**src/rtl/core/hbdt_pkg.sv**
```systemverilog
`default_nettype none
// ----------------------------------------------------------------------------
// hbdt_pkg
// Shared types and constants of the H-bridge drive dead-time unit.
// ----------------------------------------------------------------------------
package hbdt_pkg;

    localparam int DUTY_W   = 13;
    localparam int CMD_W    = 16;
    localparam int CFG_IDX_W = 2;
    localparam int CFG_DAT_W = 13;
    localparam int OUT_TDATA_W = 32;
    localparam int Q_DEPTH  = 2;

    localparam logic [CFG_IDX_W-1:0] CFG_DRIVE_ENABLE  = 2'd0;
    localparam logic [CFG_IDX_W-1:0] CFG_CURRENT_LIMIT = 2'd1;

    localparam logic [DUTY_W-1:0] CURRENT_LIMIT_RESET = 13'd4500;

    typedef enum logic [1:0] {
        DIR_STOP = 2'd0,
        DIR_FWD  = 2'd1,
        DIR_REV  = 2'd2
    } t_dir;

    typedef enum logic [1:0] {
        KIND_ZERO   = 2'd0,
        KIND_SAME   = 2'd1,
        KIND_CHANGE = 2'd2
    } t_kind;

    // one classified command waiting for the back end
    typedef struct packed {
        t_kind             kind;
        logic              rev;
        logic [DUTY_W-1:0] mag;
    } t_entry;

    typedef struct packed {
        logic full;
        logic empty;
    } t_q_flags;

endpackage : hbdt_pkg
`default_nettype wire

```
**src/rtl/core/hbdt_front.sv**
```systemverilog
`default_nettype none
// ----------------------------------------------------------------------------
// hbdt_front
// Accepts drive commands, applies enable and clamp, classifies the command
// against the previous direction and pushes it into the queue.
// ----------------------------------------------------------------------------
module hbdt_front (
    input  wire logic                            i_clk,
    input  wire logic                            i_rst_n,
    input  wire logic                            i_cfg_valid,
    input  wire logic [hbdt_pkg::CFG_IDX_W-1:0]  i_cfg_index,
    input  wire logic [hbdt_pkg::CFG_DAT_W-1:0]  i_cfg_data,
    input  wire logic                            i_cmd_valid,
    input  wire logic [hbdt_pkg::CMD_W-1:0]      i_cmd,
    input  wire hbdt_pkg::t_q_flags              i_q_flags,
    output logic                                 o_cmd_ready,
    output logic                                 o_push,
    output hbdt_pkg::t_entry                     o_entry
);
    import hbdt_pkg::*;

    logic              r_enable, n_enable;
    logic [DUTY_W-1:0] r_max, n_max;
    t_dir              r_prev_dir, n_prev_dir;

    logic              neg;
    logic [CMD_W:0]    mag_full;
    logic [DUTY_W-1:0] mag;
    t_dir              dir;
    logic              accept;

    assign o_cmd_ready = !i_q_flags.full;
    assign accept      = i_cmd_valid && o_cmd_ready;

    always_comb begin
        neg      = i_cmd[CMD_W-1];
        mag_full = neg ? ((CMD_W+1)'(1) << CMD_W) - {1'b0, i_cmd} : {1'b0, i_cmd};
        if (!r_enable) begin
            mag_full = '0;
        end
        if (mag_full > {{(CMD_W+1-DUTY_W){1'b0}}, r_max}) begin
            mag = r_max;
        end else begin
            mag = mag_full[DUTY_W-1:0];
        end
        dir = neg ? DIR_REV : DIR_FWD;

        o_entry.mag = mag;
        o_entry.rev = neg;
        n_prev_dir  = r_prev_dir;
        if (mag == '0) begin
            o_entry.kind = KIND_ZERO;
            n_prev_dir   = DIR_STOP;
        end else if (dir == r_prev_dir) begin
            o_entry.kind = KIND_SAME;
        end else begin
            o_entry.kind = KIND_CHANGE;
            n_prev_dir   = dir;
        end
        o_push = accept;
    end

    always_comb begin
        n_enable = r_enable;
        n_max    = r_max;
        if (i_cfg_valid) begin
            unique case (i_cfg_index)
                CFG_DRIVE_ENABLE:  n_enable = i_cfg_data[0];
                CFG_CURRENT_LIMIT: n_max    = i_cfg_data[DUTY_W-1:0];
                default: ;
            endcase
        end
    end

    always_ff @(posedge i_clk) begin
        if (!i_rst_n) begin
            r_enable   <= 1'b0;
            r_max      <= CURRENT_LIMIT_RESET;
            r_prev_dir <= DIR_STOP;
        end else begin
            r_enable <= n_enable;
            r_max    <= n_max;
            if (accept) begin
                r_prev_dir <= n_prev_dir;
            end
        end
    end

endmodule : hbdt_front
`default_nettype wire

```
**src/rtl/core/hbdt_queue.sv**
```systemverilog
`default_nettype none
// ----------------------------------------------------------------------------
// hbdt_queue
// Short register queue of classified commands between front and back.
// ----------------------------------------------------------------------------
module hbdt_queue (
    input  wire logic              i_clk,
    input  wire logic              i_rst_n,
    input  wire logic              i_push,
    input  wire hbdt_pkg::t_entry  i_entry,
    input  wire logic              i_pop,
    output hbdt_pkg::t_entry       o_head,
    output hbdt_pkg::t_q_flags     o_flags
);
    import hbdt_pkg::*;

    localparam int PTR_W = (Q_DEPTH > 1) ? $clog2(Q_DEPTH) : 1;
    localparam int CNT_W = $clog2(Q_DEPTH + 1);

    t_entry             r_mem [Q_DEPTH];
    logic [PTR_W-1:0]   r_wr_ptr, r_rd_ptr;
    logic [CNT_W-1:0]   r_count;
    logic               do_push, do_pop;

    assign o_flags.full  = (r_count == CNT_W'(Q_DEPTH));
    assign o_flags.empty = (r_count == '0);
    assign do_push = i_push && !o_flags.full;
    assign do_pop  = i_pop && !o_flags.empty;
    assign o_head  = r_mem[r_rd_ptr];

    function automatic logic [PTR_W-1:0] ptr_inc(input logic [PTR_W-1:0] p);
        if (p == PTR_W'(Q_DEPTH - 1)) begin
            return '0;
        end
        return p + 1'b1;
    endfunction

    always_ff @(posedge i_clk) begin
        if (do_push) begin
            r_mem[r_wr_ptr] <= i_entry;
        end
    end

    always_ff @(posedge i_clk) begin
        if (!i_rst_n) begin
            r_wr_ptr <= '0;
            r_rd_ptr <= '0;
            r_count  <= '0;
        end else begin
            if (do_push) begin
                r_wr_ptr <= ptr_inc(r_wr_ptr);
            end
            if (do_pop) begin
                r_rd_ptr <= ptr_inc(r_rd_ptr);
            end
            if (do_push && !do_pop) begin
                r_count <= r_count + 1'b1;
            end else if (do_pop && !do_push) begin
                r_count <= r_count - 1'b1;
            end
        end
    end

endmodule : hbdt_queue
`default_nettype wire

```
**src/rtl/core/hbdt_back.sv**
```systemverilog
`default_nettype none
// ----------------------------------------------------------------------------
// hbdt_back
// Walks each queued command through its pin-state steps, holds the bridge
// pin state and drives the registered result stream.
// ----------------------------------------------------------------------------
module hbdt_back (
    input  wire logic                               i_clk,
    input  wire logic                               i_rst_n,
    input  wire hbdt_pkg::t_entry                   i_head,
    input  wire hbdt_pkg::t_q_flags                 i_q_flags,
    output logic                                    o_pop,
    output logic                                    o_m_axis_tvalid,
    input  wire logic                               i_m_axis_tready,
    output logic [hbdt_pkg::OUT_TDATA_W-1:0]        o_m_axis_tdata,
    output logic                                    o_m_axis_tlast
);
    import hbdt_pkg::*;

    logic [DUTY_W-1:0] r_fwd, n_fwd, r_rev, n_rev;
    logic              r_left, n_left, r_right, n_right;
    logic [1:0]        r_step;
    logic              r_out_valid;
    logic [DUTY_W-1:0] r_out_fwd, r_out_rev;
    logic              r_out_left, r_out_right, r_out_settle, r_out_last;
    logic              advance, last;

    assign advance = (!r_out_valid || i_m_axis_tready) && !i_q_flags.empty;
    assign o_pop   = advance && last;

    always_comb begin
        n_fwd   = r_fwd;
        n_rev   = r_rev;
        n_left  = r_left;
        n_right = r_right;
        last    = 1'b1;
        unique case (i_head.kind)
            KIND_SAME: begin
                n_left  = i_head.rev;
                n_right = !i_head.rev;
                if (i_head.rev) begin
                    n_rev = i_head.mag;
                end else begin
                    n_fwd = i_head.mag;
                end
            end
            KIND_CHANGE: begin
                last = (r_step == 2'd3);
                unique case (r_step)
                    2'd0: begin
                        // clear the opposite compare
                        if (i_head.rev) n_fwd = '0;
                        else            n_rev = '0;
                    end
                    2'd1: begin
                        if (i_head.rev) n_right = 1'b0;
                        else            n_left  = 1'b0;
                    end
                    2'd2: begin
                        if (i_head.rev) n_left  = 1'b1;
                        else            n_right = 1'b1;
                    end
                    default: begin
                        if (i_head.rev) n_rev = i_head.mag;
                        else            n_fwd = i_head.mag;
                    end
                endcase
            end
            default: begin
                n_fwd   = '0;
                n_rev   = '0;
                n_left  = 1'b0;
                n_right = 1'b0;
            end
        endcase
    end

    always_ff @(posedge i_clk) begin
        if (!i_rst_n) begin
            r_fwd       <= '0;
            r_rev       <= '0;
            r_left      <= 1'b0;
            r_right     <= 1'b0;
            r_step      <= '0;
            r_out_valid <= 1'b0;
        end else begin
            if (advance) begin
                r_fwd       <= n_fwd;
                r_rev       <= n_rev;
                r_left      <= n_left;
                r_right     <= n_right;
                r_step      <= last ? 2'd0 : r_step + 2'd1;
                r_out_valid <= 1'b1;
            end else if (i_m_axis_tready) begin
                r_out_valid <= 1'b0;
            end
        end
    end

    always_ff @(posedge i_clk) begin
        if (advance) begin
            r_out_fwd    <= n_fwd;
            r_out_rev    <= n_rev;
            r_out_left   <= n_left;
            r_out_right  <= n_right;
            r_out_settle <= !last;
            r_out_last   <= last;
        end
    end

    assign o_m_axis_tvalid = r_out_valid;
    assign o_m_axis_tlast  = r_out_last;
    assign o_m_axis_tdata  = {{(OUT_TDATA_W - 2*DUTY_W - 3){1'b0}},
                              r_out_settle, r_out_right, r_out_left,
                              r_out_rev, r_out_fwd};

endmodule : hbdt_back
`default_nettype wire

```
**src/rtl/core/h_bridge_drive_dead_time_unit.sv**
```systemverilog
`default_nettype none
// ----------------------------------------------------------------------------
// h_bridge_drive_dead_time_unit
// H-bridge direction and duty control with dead-time ordered pin states.
// ----------------------------------------------------------------------------
// path: accepted commands pass the queue, then the back end's output register
// throughput: one result per cycle from the output register when not stalled;
//   direction changes and starts give clear, open, close and set-duty steps
// reset: synchronous active low; both compares 0, both low sides off,
//   stopped, drive disabled, current limit 4500, queue and output emptied
module h_bridge_drive_dead_time_unit (
    input  wire logic                               i_clk,
    input  wire logic                               i_rst_n,
    // configuration write channel
    input  wire logic                               i_cfg_valid,
    output logic                                    o_cfg_ready,
    input  wire logic [hbdt_pkg::CFG_IDX_W-1:0]     i_cfg_index,
    input  wire logic [hbdt_pkg::CFG_DAT_W-1:0]     i_cfg_data,
    // command stream
    input  wire logic                               i_s_axis_tvalid,
    output logic                                    o_s_axis_tready,
    input  wire logic [hbdt_pkg::CMD_W-1:0]         i_s_axis_tdata,  // drive_command
    // pin-state stream
    output logic                                    o_m_axis_tvalid,
    input  wire logic                               i_m_axis_tready,
    // forward_compare, reverse_compare, left_low_en, right_low_en, settle_after
    output logic [hbdt_pkg::OUT_TDATA_W-1:0]        o_m_axis_tdata,
    output logic                                    o_m_axis_tlast   // last_of_run
);
    import hbdt_pkg::*;

    t_entry   push_entry, head;
    t_q_flags q_flags;
    logic     push, pop;

    assign o_cfg_ready = 1'b1;

    hbdt_front u_front (
        .i_clk       (i_clk),
        .i_rst_n     (i_rst_n),
        .i_cfg_valid (i_cfg_valid),
        .i_cfg_index (i_cfg_index),
        .i_cfg_data  (i_cfg_data),
        .i_cmd_valid (i_s_axis_tvalid),
        .i_cmd       (i_s_axis_tdata),
        .i_q_flags   (q_flags),
        .o_cmd_ready (o_s_axis_tready),
        .o_push      (push),
        .o_entry     (push_entry)
    );

    hbdt_queue u_queue (
        .i_clk   (i_clk),
        .i_rst_n (i_rst_n),
        .i_push  (push),
        .i_entry (push_entry),
        .i_pop   (pop),
        .o_head  (head),
        .o_flags (q_flags)
    );

    hbdt_back u_back (
        .i_clk           (i_clk),
        .i_rst_n         (i_rst_n),
        .i_head          (head),
        .i_q_flags       (q_flags),
        .o_pop           (pop),
        .o_m_axis_tvalid (o_m_axis_tvalid),
        .i_m_axis_tready (i_m_axis_tready),
        .o_m_axis_tdata  (o_m_axis_tdata),
        .o_m_axis_tlast  (o_m_axis_tlast)
    );

endmodule : h_bridge_drive_dead_time_unit
`default_nettype wire

```
**config.mk**
```make
export PLATFORM = sky130hd
export DESIGN_NAME = h_bridge_drive_dead_time_unit
export DESIGN_NICKNAME = d
export VERILOG_FILES = /design/src/rtl/core/hbdt_pkg.sv /design/src/rtl/core/hbdt_front.sv /design/src/rtl/core/hbdt_queue.sv /design/src/rtl/core/hbdt_back.sv /design/src/rtl/core/h_bridge_drive_dead_time_unit.sv
export SDC_FILE = /design/constraint.sdc
export NUM_CORES = 1
export LEC_CHECK = 0
export ABC_AREA = 1
export BUFFER_PORTS_ARGS = -buffer_cell sky130_fd_sc_hd__buf_4
export CORE_MARGIN = 2
export CORE_UTILIZATION = 44
export CTS_CLUSTER_SIZE = 40
export DETAILED_ROUTE_END_ITERATION = 8
export GPL_TIMING_DRIVEN = 0
export PLACE_DENSITY = 0.69
export SYNTH_ARGS = -nofsm -noshare
export SYNTH_HDL_FRONTEND = slang
export SYNTH_HIERARCHICAL = 1
export SYNTH_SLANG_ARGS = --single-unit
```
**constraint.sdc**
```tcl
create_clock -name i_clk -period 3.45 [get_ports i_clk]
set_clock_uncertainty 0.15 [all_clocks]
set_input_delay 0.345 -clock i_clk [delete_from_list [all_inputs] [get_ports i_clk]]
set_output_delay 0.345 -clock i_clk [all_outputs]
set_load 0.03 [all_outputs]
```
==> results.py, run 1 <==
metrics = {
    "timing": {
        "fin_crit_sh_pct": 95.3,
        "maxSlewViolCount": 0,
        "period_needed_ns": 3.29,
        "max_slew_margin_pct": 11.3,
        "setup_viol": 0,
        "whs_ns": 0.0109,
        "hold_violations": 0,
        "tightest_slew_ns": 1.33,
        "fmax_mhz": 304,
    },
    "yosys": {
        "yosys.area.top_type_share_pct": 29.4,
        "netlist_top_cells_area": "edfxtp_1 (29%), dfxtp_1 (16%), nand2_1 (12%), inv_1 (6.0%), o21ai_0 (5.0%)",
        "ys_seq_area_share_pct": 45.8,
        "synth_edf_count": 62,
        "synth_flop_cell": "edfxtp_1",
        "yosysWarnings": 6,
        "synthTopCellsByCount": "nand2_1 (199), inv_1 (101), o21ai_0 (63), edfxtp_1 (62), dfxtp_1 (52)",
        "post-synth-top-count-cell": "nand2_1",
        "synthCells": 763,
        "post_synth.cell_area_avg_um2": 8.31,
        "netlist_area_um2": 6340,
        "ys_seq_elements": 114,
        "synth_async_sr_flop_share_pct": 0,
        "synth_top_cell_by_area": "edfxtp_1",
        "synth.distinct_cells": 36,
    },
    "routing": {
        "vias": 5181,
        "detail_route.wl_per_cell_um": 13.2,
        "drt_iter0_drc": 432,
        "vias_per_cell": 4.92,
        "dr.pass1.iters": 5,
        "drc": 0,
        "wl_um": 13900,
        "final_antenna_net_count": 0,
    },
    "final_layout": {
        "multi_input_area_um2": 2860,
        "finalNonFillerCells": 1053,
        "syn_to_final_growth_pct": 24.9,
        "diodes": 0,
        "fillers": 1280,
        "num-nets-final": 917,
        "final_core_util_pct": 56.6,
        "register_area_um2": 2900,
        "drive_above_1_share_pct": 27.9,
    },
    "worst_setup_path": {
        "r2r-start": "u_front/r_enable",
        "critPathMaxFanout": 10,
        "ff2ff_path_depth": 19,
        "r2r_end": "u_front/r_prev_dir[1]",
        "path_cells": "clkbuf_4 -> o21ai_1 -> a21oi_2 -> ha_1 -> a21oi_1 -> nor2_2 -> a211oi_4 -> nand2_1 -> nand2_2 -> nand2_4 -> buf_8 -> o21ai_1 -> nand2_1 -> nor2_4 -> nand2_2 -> nand2_2 -> nand2_2 -> nand2_1 -> a21oi_1",
        "arrival_ns": 3.43,
        "crit_buf_inv": 2,
        "crit_path_top_delay_cell": "dfxtp_1",
        "critPathCaptureType": "register",
        "critPathMaxStageDelay_ns": 0.43,
        "ff2ff_setup_slack_ns": 0.16,
        "cp-start-kind": "register",
        "worstSetupPathType": "reg2reg",
        "cp_top_family": "compound AO/OA/AOI/OAI gates",
        "cpMostUsedCell": "nand2_2",
        "cp.required_ns": 3.60,
    },
    "hold_path": {
        "hold_depth": 3,
        "holdCritPathClass": "in2reg",
        "worstHoldEndpoint": "u_front/r_max[8]",
        "hp-start": "i_cfg_data[8]",
    },
    "die": {
        "dieArea_um2": 15400,
        "die_w_um": 124,
        "die_y_um": 124,
        "placementRows": 43,
        "core_area_um2": 14000,
        "initial_core_util_pct": 45.3,
        "top_level_ports": 72,
    },
    "clocking": {
        "cts_buffers": 17,
        "cts_root_buf": "clkbuf_16",
        "clock_path_buffers": 2,
        "clock_latency_ns": 0.41,
        "cts.sinks": 114,
        "cts_max_level": 4,
        "clkTransAtPathRegs_ns": 0.05,
        "cts_tree": "done",
    },
    "power_and_ir_drop": {
        "power_leakage_nw": 3.71,
        "ir_drop_mv": 0.427,
        "powerDensity_nw_per_um2": 885,
    },
    "place": {
        "place_congestion": 0.900,
        "numPlacedInstances": 1012,
        "port_buffers": 67,
        "dp_hpwl_um": 10100,
    },
    "global_route": {
        "grt_first_pass_wirelength_um": 22300,
        "grt_overflow": 0,
        "antenna_found_initial": 0,
        "grt.total_usage_pct": 18.9,
        "grt_max_degree": 40,
        "grt_pass1_vias": 4633,
    },
    "run": {
        "maxCapViolations": 0,
    },
    "outcome": {
        "outcome": "complete, no violations",
    },
}
==> power breakdown <==
| part | switching, W | leakage [nW] | internal (W) | total, W |
|---|---|---|---|---|
| Sequential | 0.000225 | 1.03 | 0.00202 | 0.00224 |
| Clock | 0.000588 | 0.308 | 0.00130 | 0.00188 |
| Combinational | 0.00189 | 2.37 | 0.000984 | 0.00287 |
| Total | 0.00270 | 3.71 | 0.00430 | 0.00700 |
==> registers in the layout (all words and copies together) (netlist names), named ones only <==
name                    flops
u_back/o_m_axis_tlast       1
u_back/o_m_axis_tvalid      1
u_back/r_fwd               13
u_back/r_left               1
u_back/r_out_fwd           13
u_back/r_out_left           1
u_back/r_out_rev           13
u_back/r_out_right          1
u_back/r_out_settle         1
u_back/r_rev               13
u_back/r_right              1
u_back/r_step               2
u_front/r_enable            1
u_front/r_max              13
u_front/r_prev_dir          2
u_queue/r_count             2
u_queue/r_mem              32
u_queue/r_rd_ptr            1
u_queue/r_wr_ptr            1
==> worst register-to-register path: cells and delay by family, from the launching register on <==
| kind | cells | cell delay (ns) |
|---|---|---|
| flops | 1 | 0.43 |
| simple gates | 10 | 0.92 |
| buf+inv | 2 | 0.42 |
| fa+ha+maj | 1 | 0.29 |
| compound gates | 6 | 0.97 |
==> worst max-delay path by stage <==
stage,start,endpoint,slack [ns],cells after the start
after floorplan,i_s_axis_tdata[1],u_queue/r_mem[0][14],0.29,26
after global placement,i_s_axis_tdata[1],u_queue/r_mem[0][14],-0.42,25
after detailed placement,i_s_axis_tdata[1],u_queue/r_mem[0][14],-0.43,25
after CTS,i_s_axis_tdata[1],u_queue/r_mem[0][14],0.06,25
after global routing,i_s_axis_tdata[0],u_front/r_prev_dir[1],-0.04,28
final,u_front/r_enable,u_front/r_prev_dir[1],0.16,19
==> layout make-up <==
type | instances | area share [%]
Buffer | 40 | 3.59
Clock buffer | 22 | 5.74
Clock inverter | 10 | 2.29
Inverter | 108 | 5.19
Multi-Input combinational cell | 503 | 36.1
Sequential cell | 114 | 36.7
Tap cell | 180 | 2.85
Timing Repair Buffer | 76 | 7.53
==> cell families (layout without fill, tap and decap cells) <==
family / after synthesis / count (layout) / synth area share (%)
flip-flops: 114 / 114 / 45.8
AO/OA/AOI/OAI: 151 / 151 / 14.3
adder cells (fa/ha/maj): 21 / 21 / 4.15
AND/OR/NAND/NOR: 311 / 311 / 21.5
multiplexers: 16 / 16 / 3.44
other: 2 / 4 / 0.119
buffers and inverters: 148 / 256 / 10.7
==> metrics by stage <==
stage	setup WS [ns]	TNS [ns]	total power (W)	cell area (µm²)
after detailed placement	-0.433	-2.47	0.00511	7070
final	0.163	0	0.00700	7910
after global routing	-0.0391	-0.105	0.00743	7910
after CTS	0.0560	0	0.00702	7750
after floorplan	0.295	0	0.00430	6340
after global placement	-0.420	-2.29	0.00505	7070
==> placed cells by master (no fill, tap or decap), types with 3 or more instances in the layout <==
cell type	instances
nand2_1	194
inv_1	98
buf_4	85
edfxtp_1	62
o21ai_0	61
dfxtp_1	52
a21oi_1	35
nand2_2	30
nor2_1	25
a21oi_2	23
nand3_1	22
ha_1	20
clkbuf_16	18
o21ai_1	14
clkbuf_1	13
nor2_2	11
mux2_4	10
inv_2	8
buf_2	8
buf_6	8
nand4_1	8
nor3_1	6
mux2_2	6
bufinv_16	5
nand2_4	5
o21ai_2	5
o211ai_1	5
conb_1	4
clkinv_2	3
dlygate4sd3_1	3
nor2_4	3
==> layer usage <==
metal / vias to the layer above / part of all wire [%] / global-route usage (%)
met5: - / 0 / 0
met4: 0 / 2.5 / 7.44
met3: 26 / 5.5 / 4.49
met2: 165 / 48 / 31.5
met1: 2323 / 44 / 23.7
li1: 2667 / - / -
==> repair_timing <==
action / CTS / global route
hold endpoints to repair: 3 / 0
endpoints found under the setup margin: 6 / 6
resized for setup: 3 / 33
setup buffers: 0 / 5
hold buffers: 3 / 0
pin swaps: 0 / 14
gates cloned: 0 / 1
(Power assumes the default switching activity.)
==> run 2, diff against run 1 <==
Settings changed: ABC_AREA 1 to default.
==> run 2 against run 1 <==
  * Register-to-register slack gained 0.06 ns
  * Sequential power shrank 17%
  * Sequential share of layout area grew 1.7 points
  * Area after synthesis shrank 5.3%
  * First-iteration DRC count shrank 29%
  * Core utilization grew 0.29 points
  * Fmax shrank 1.4%
  * Worst setup slack lost 0.047 ns
  * Critical path type is now in2reg
  * Critical endpoint is now u_queue/r_mem[1][15]
  * Largest power group unchanged
  * Highest routed layer unchanged
==> results.py, run 2 <==
metrics = {
    "outcome": {
        "outcome": "complete, no violations",
    },
    "place": {
        "placed_area_um2": 6790,
        "place_congestion": 0.914,
        "port_buffers": 66,
        "dp_hpwl_um": 10300,
        "numPlacedInstances": 870,
    },
    "clocking": {
        "cts_max_level": 4,
        "clock_latency_ns": 0.42,
        "clkTransAtPathRegs_ns": 0.05,
        "cts_tree": "done",
        "cts_root_buf": "clkbuf_16",
        "cts.sinks": 114,
        "cts_buffers": 17,
        "clock_path_buffers": 2,
    },
    "routing": {
        "detail_route.wl_per_cell_um": 15.3,
        "drt_iter0_drc": 306,
        "dr.pass1.iters": 5,
        "drc": 0,
        "final_antenna_net_count": 0,
        "vias_per_cell": 5.27,
        "wl_um": 13900,
        "vias": 4787,
    },
    "yosys": {
        "netlist_top_cells_area": "edfxtp_1 (31%), dfxtp_1 (17%), nand2_1 (6.1%), ha_1 (4.4%), nor2_1 (4.1%)",
        "synth_async_sr_flop_share_pct": 0,
        "yosys.area.top_type_share_pct": 31.0,
        "synth_flop_cell": "edfxtp_1",
        "synth.distinct_cells": 59,
        "ys_seq_elements": 114,
        "synthCells": 626,
        "synthTopCellsByCount": "nand2_1 (98), nor2_1 (66), edfxtp_1 (62), dfxtp_1 (52), a21oi_1 (38)",
        "synth_top_cell_by_area": "edfxtp_1",
        "netlist_area_um2": 6000,
        "post-synth-top-count-cell": "nand2_1",
        "ys_seq_area_share_pct": 48.4,
        "yosysWarnings": 6,
        "post_synth.cell_area_avg_um2": 9.59,
        "synth_edf_count": 62,
    },
    "die": {
        "dieArea_um2": 14600,
        "top_level_ports": 72,
        "core_area_um2": 13300,
        "initial_core_util_pct": 45.2,
        "die_w_um": 121,
        "placementRows": 42,
        "die_y_um": 121,
    },
    "global_route": {
        "grt.total_usage_pct": 19.7,
        "grt_pass1_vias": 4682,
        "grt_overflow": 0,
        "grt_first_pass_wirelength_um": 22300,
        "grt_max_degree": 33,
        "antenna_found_initial": 0,
    },
    "final_layout": {
        "final_common_cell": "nand2_1",
        "finish.instance_area_um2": 7560,
        "finalNonFillerCells": 909,
        "syn_to_final_growth_pct": 25.9,
        "diodes": 0,
        "num-nets-final": 777,
        "final_cell_mix": "nand2_1 (98), buf_4 (80), nor2_1 (64)",
        "largest_reg_flops": 32,
        "largest-register": "u_queue/r_mem",
        "fillers": 1139,
        "drive_above_1_share_pct": 23.2,
    },
    "worst_setup_path": {
        "worstSetupPathType": "in2reg",
        "critPathMaxFanout": 6,
        "r2r_end": "u_queue/r_mem[1][15]",
        "ff2ff_setup_slack_ns": 0.22,
        "cp.required_ns": 3.45,
        "arrival_ns": 3.33,
        "crit_start": "i_s_axis_tdata[0]",
        "ff2ff_path_depth": 11,
        "crit_path_end": "u_queue/r_mem[1][15]",
        "r2r-start": "u_front/r_enable",
        "cp-start-kind": "primary input",
        "critPathCaptureType": "register",
    },
    "power_and_ir_drop": {
        "p_sw_share_pct": 34.6,
        "pwr-share-comb_pct": 34.2,
        "ir_drop_mv": 0.280,
        "internal_power_w": 0.00369,
        "power_leakage_nw": 2.95,
        "powerDensity_nw_per_um2": 746,
        "p_sw_w": 0.00195,
        "seq_power_share_pct": 32.9,
        "pwr-share-clk_pct": 32.9,
        "p_total_w": 0.00564,
    },
    "timing": {
        "hold_violations": 0,
        "fin_crit_sh_pct": 96.6,
        "fin_setup_tns_ns": 0,
        "setup_viol": 0,
        "period_needed_ns": 3.33,
        "max_slew_margin_pct": 13.6,
        "tightest_slew_ns": 1.29,
        "maxSlewViolCount": 0,
        "fmax_mhz": 300,
        "whs_ns": 0.0131,
    },
    "hold_path": {
        "holdCritPathClass": "in2reg",
    },
    "run": {
        "maxCapViolations": 0,
    },
}
[run 2: cell types whose count changed in the layout (fill, tap and decap cells not counted), sizes merged, moves of 14 or more]
cell    change
mux2       +14
o21ai      -56
nand2     -131
nor2       +27
a21boi     +14
mux2i      +16
inv        -78
a21oi      -20
[run 2: worst min-delay path by stage]
stage | start | to | slack, ns | cells past startpoint
2_1_floorplan | u_back/r_fwd[11] | u_back/r_fwd[11] | 0.29 | 2
3_3_place_gp | u_back/r_rev[9] | u_back/r_rev[9] | 0.30 | 2
3_5_place_dp | u_back/r_rev[12] | u_back/r_rev[12] | 0.31 | 2
4_1_cts | i_cfg_data[7] | u_front/r_max[7] | 0.002 | 3
5_1_grt | i_cfg_data[4] | u_front/r_max[4] | 0.03 | 3
6_report | i_cfg_data[8] | u_front/r_max[8] | 0.01 | 3
[run 2: through the flow]
stage | setup WS (ns) | utilization [%]
after global routing | -0.00242 | 56.9
final | 0.116 | 56.9
after global placement | -0.543 | 51.0
after floorplan | 0.0110 | -
after detailed placement | -0.599 | 51.0
after CTS | 0.0148 | 56.2
[run 2: power by group through the flow]
stage,registers [W],logic [W],clock network (W)
floorplan,0.00211,0.00108,0
global placement,0.00187,0.00187,0
detailed placement,0.00188,0.00191,0
CTS,0.00186,0.00193,0.00188
global route,0.00188,0.00207,0.00194
finish,0.00185,0.00193,0.00185
[run 2: final cells by class]
cell class | count | area, µm² | share of cell area [%]
buffer | 42 | 256 | 3.39
multi-input combinational | 442 | 2880 | 38.2
sequential | 114 | 2900 | 38.4
clock buffer | 20 | 437 | 5.78
tap | 176 | 220 | 2.91
clock inverter | 12 | 188 | 2.48
timing repair buffer | 73 | 556 | 7.35
inverter | 30 | 115 | 1.52
[run 2: kinds of logic (layout without fill, tap and decap cells)]
family | after synthesis | count (layout) | share of synthesized area (%)
simple gates | 244 | 244 | 18.7
compound gates | 114 | 114 | 12.6
flops | 114 | 114 | 48.4
buf+inv | 72 | 177 | 5.63
mux | 46 | 46 | 8.29
fa+ha+maj | 21 | 21 | 4.38
xor+xnor | 13 | 13 | 1.90
other cells | 2 | 4 | 0.125
[run 2: critical path, stage by stage]
cell	delay, ns
buf_4	0.14
inv_2	0.08
ha_4	0.13
or3b_4	0.36
clkbuf_8	0.17
o31ai_4	0.22
xor2_1	0.17
nor2_1	0.09
ha_1	0.36
a21oi_1	0.12
o21ai_0	0.09
or3_4	0.40
a21oi_4	0.29
and4_4	0.32
nor3b_2	0.06
[run 2: metal layers]
layer	vias to the layer above	part of all wire [%]	GRT usage, %
met5	-	0	0
met4	0	1.7	7.92
met3	18	4.4	4.91
met2	119	52	34.6
met1	2266	42	22.9
li1	2384	-	-
[run 2: what timing repair did]
action	in CTS	in global routing
setup endpoints to repair	31	32
pin swaps	1	11
resized for setup	4	14
setup buffers	2	2
hold buffers	3	0
hold endpoints to repair	4	0
==> run 3, diff against run 2 <==
Settings changed: SETUP_SLACK_MARGIN from default to 0.5.
==> run 3 against run 2 <==
  * Clock-buffer cell count down 1
  * Sequential cell count unchanged
  * Hold slack improved by 0.0059 ns
  * Via count up 3.0%
  * Global-route usage grew 0.57 points
==> results.py, run 3 (synthesis gave the netlist of run 2 again) <==
metrics = {
    "global_route": {
        "grt_pass1_vias": 4854,
        "grt_max_degree": 33,
        "grt.total_usage_pct": 20.3,
        "antenna_found_initial": 0,
        "grt_first_pass_wirelength_um": 23200,
        "grt_overflow": 0,
    },
    "power_and_ir_drop": {
        "power_leakage_nw": 3.01,
        "ir_drop_mv": 0.333,
        "powerDensity_nw_per_um2": 694,
    },
    "hold_path": {
        "hold_depth": 3,
        "holdCritPathClass": "in2reg",
        "hp-start": "i_cfg_data[8]",
        "worstHoldEndpoint": "u_front/r_max[8]",
    },
    "routing": {
        "vias": 4929,
        "dr.pass1.iters": 5,
        "drt_iter0_drc": 336,
        "drc": 0,
        "final_antenna_net_count": 0,
        "vias_per_cell": 5.37,
        "wl_um": 14300,
        "detail_route.wl_per_cell_um": 15.5,
    },
    "timing": {
        "hold_violations": 0,
        "period_needed_ns": 3.29,
        "max_slew_margin_pct": 43.7,
        "tightest_slew_ns": 0.842,
        "fmax_mhz": 304,
        "fin_ws_ns": 0.163,
        "setup_viol": 0,
        "rsz0062_at_grt": "yes",
        "fin_crit_sh_pct": 95.3,
        "maxSlewViolCount": 0,
    },
    "place": {
        "pre_cts_ws_ns": -0.610,
        "port_buffers": 66,
        "place_congestion": 0.902,
        "dp_hpwl_um": 10200,
    },
    "worst_setup_path": {
        "ff2ff_path_depth": 12,
        "crit_start": "i_s_axis_tdata[8]",
        "path_cells": "buf_8 -> or4_4 -> o41ai_4 -> xor2_1 -> nor2_2 -> ha_4 -> a21oi_2 -> o21ai_2 -> or3_4 -> a21oi_4 -> buf_6 -> and4_4 -> nor3b_4",
        "critPathCaptureType": "register",
        "r2r-start": "u_front/r_enable",
        "arrival_ns": 3.28,
        "critPathMaxFanout": 5,
        "r2r_end": "u_queue/r_mem[1][15]",
        "cp.required_ns": 3.45,
        "critPathMaxStageDelay_ns": 0.56,
        "cp_top_family": "simple AND/OR/NAND/NOR gates",
        "cp-start-kind": "primary input",
        "ff2ff_setup_slack_ns": 0.28,
        "crit_path_top_delay_cell": "or4_4",
        "crit_buf_inv": 2,
        "worstSetupPathType": "in2reg",
    },
    "die": {
        "core_area_um2": 13300,
        "die_w_um": 121,
        "top_level_ports": 72,
        "dieArea_um2": 14600,
        "die_y_um": 121,
        "initial_core_util_pct": 45.2,
        "placementRows": 42,
    },
    "clocking": {
        "clock_latency_ns": 0.41,
        "clkTransAtPathRegs_ns": 0.05,
        "cts_buffers": 17,
        "cts_tree": "done",
        "cts.sinks": 114,
        "cts_max_level": 4,
        "clock_path_buffers": 2,
        "cts_root_buf": "clkbuf_16",
    },
    "final_layout": {
        "drive_above_1_share_pct": 26.7,
        "num-nets-final": 788,
        "final_core_util_pct": 58.0,
        "syn_to_final_growth_pct": 28.6,
        "final_cell_mix": "nand2_1 (98), buf_4 (86), edfxtp_1 (62)",
        "largest-register": "u_queue/r_mem",
        "largest_reg_flops": 32,
        "diodes": 0,
        "final_common_cell": "nand2_1",
    },
    "outcome": {
        "outcome": "complete, no violations",
    },
    "run": {
        "maxCapViolations": 0,
    },
}
run 3: changes by cell type in the layout (fill, tap and decap cells not counted), moves of 3 or more:
cell / before / now
buf_6: 2 / 6
o21ai_0: 19 / 9
buf_4: 80 / 86
nor2_1: 64 / 59
clkbuf_1: 19 / 16
nor2_2: 2 / 7
o21ai_2: 1 / 9
clkinv_1: 2 / 6
bufinv_16: 5 / 1
run 3: tightest hold or removal path: stages:
cell,delay (ns)
buf_4,0.08
nand2_1,0.04
o211ai_1,0.08
run 3: worst max-delay path by stage:
stage	endpoint	cells after the start	slack (ns)
6_report	u_queue/r_mem[1][15]	13	0.16
5_1_grt	u_queue/r_mem[0][8]	12	0.11
4_1_cts	u_queue/r_mem[1][15]	16	0.23
3_5_place_dp	u_queue/r_mem[1][2]	15	-0.61
3_3_place_gp	u_queue/r_mem[0][2]	15	-0.51
2_1_floorplan	u_queue/r_mem[0][15]	14	0.04
run 3: area by class of cell:
class	instances	area [µm²]
repair buffers	84	678
fillers	1124	5580
clock buffers	19	433
clock inverters	11	72.6
multi-input cells	442	3010
flip-flops and latches	114	2900
inverters	30	140
plain buffers	42	265
well taps	176	220
run 3: power breakdown:
| group | internal [W] | switching, W |
|---|---|---|
| Sequential | 0.00177 | 0.0000886 |
| Clock | 0.000956 | 0.000564 |
| Combinational | 0.000678 | 0.00130 |
| Total | 0.00340 | 0.00195 |
run 3: through the flow:
stage | cells | power, W | TNS, ns | hold WS [ns] | cell area, µm²
final | 918 | 0.00535 | 0 | 0.0190 | 7720
after global routing | 918 | 0.00561 | 0 | 0.0494 | 7720
after CTS | 912 | 0.00534 | 0 | 0.00901 | 7560
after detailed placement | 870 | 0.00378 | -16.44 | 0.309 | 6810
after global placement | 870 | 0.00374 | -14.23 | 0.302 | 6810
after floorplan | 628 | 0.00319 | 0 | 0.290 | 6090
run 3: repair_timing:
action | in CTS | in global routing
buffers inserted | 9 | 6
setup endpoints to repair | 33 | 52
pin swaps | 27 | 7
hold buffers | 3 | 0
hold endpoints to repair | 4 | 0
gates resized for setup | 32 | 39
run 3: layer usage:
metal  track usage, %  wire [µm]  vias up
met5                0          0        -
met4             9.81        503        0
met3             4.25        692       34
met2             34.1       7110      163
met1             24.7       5970     2323
li1                 -          -     2409
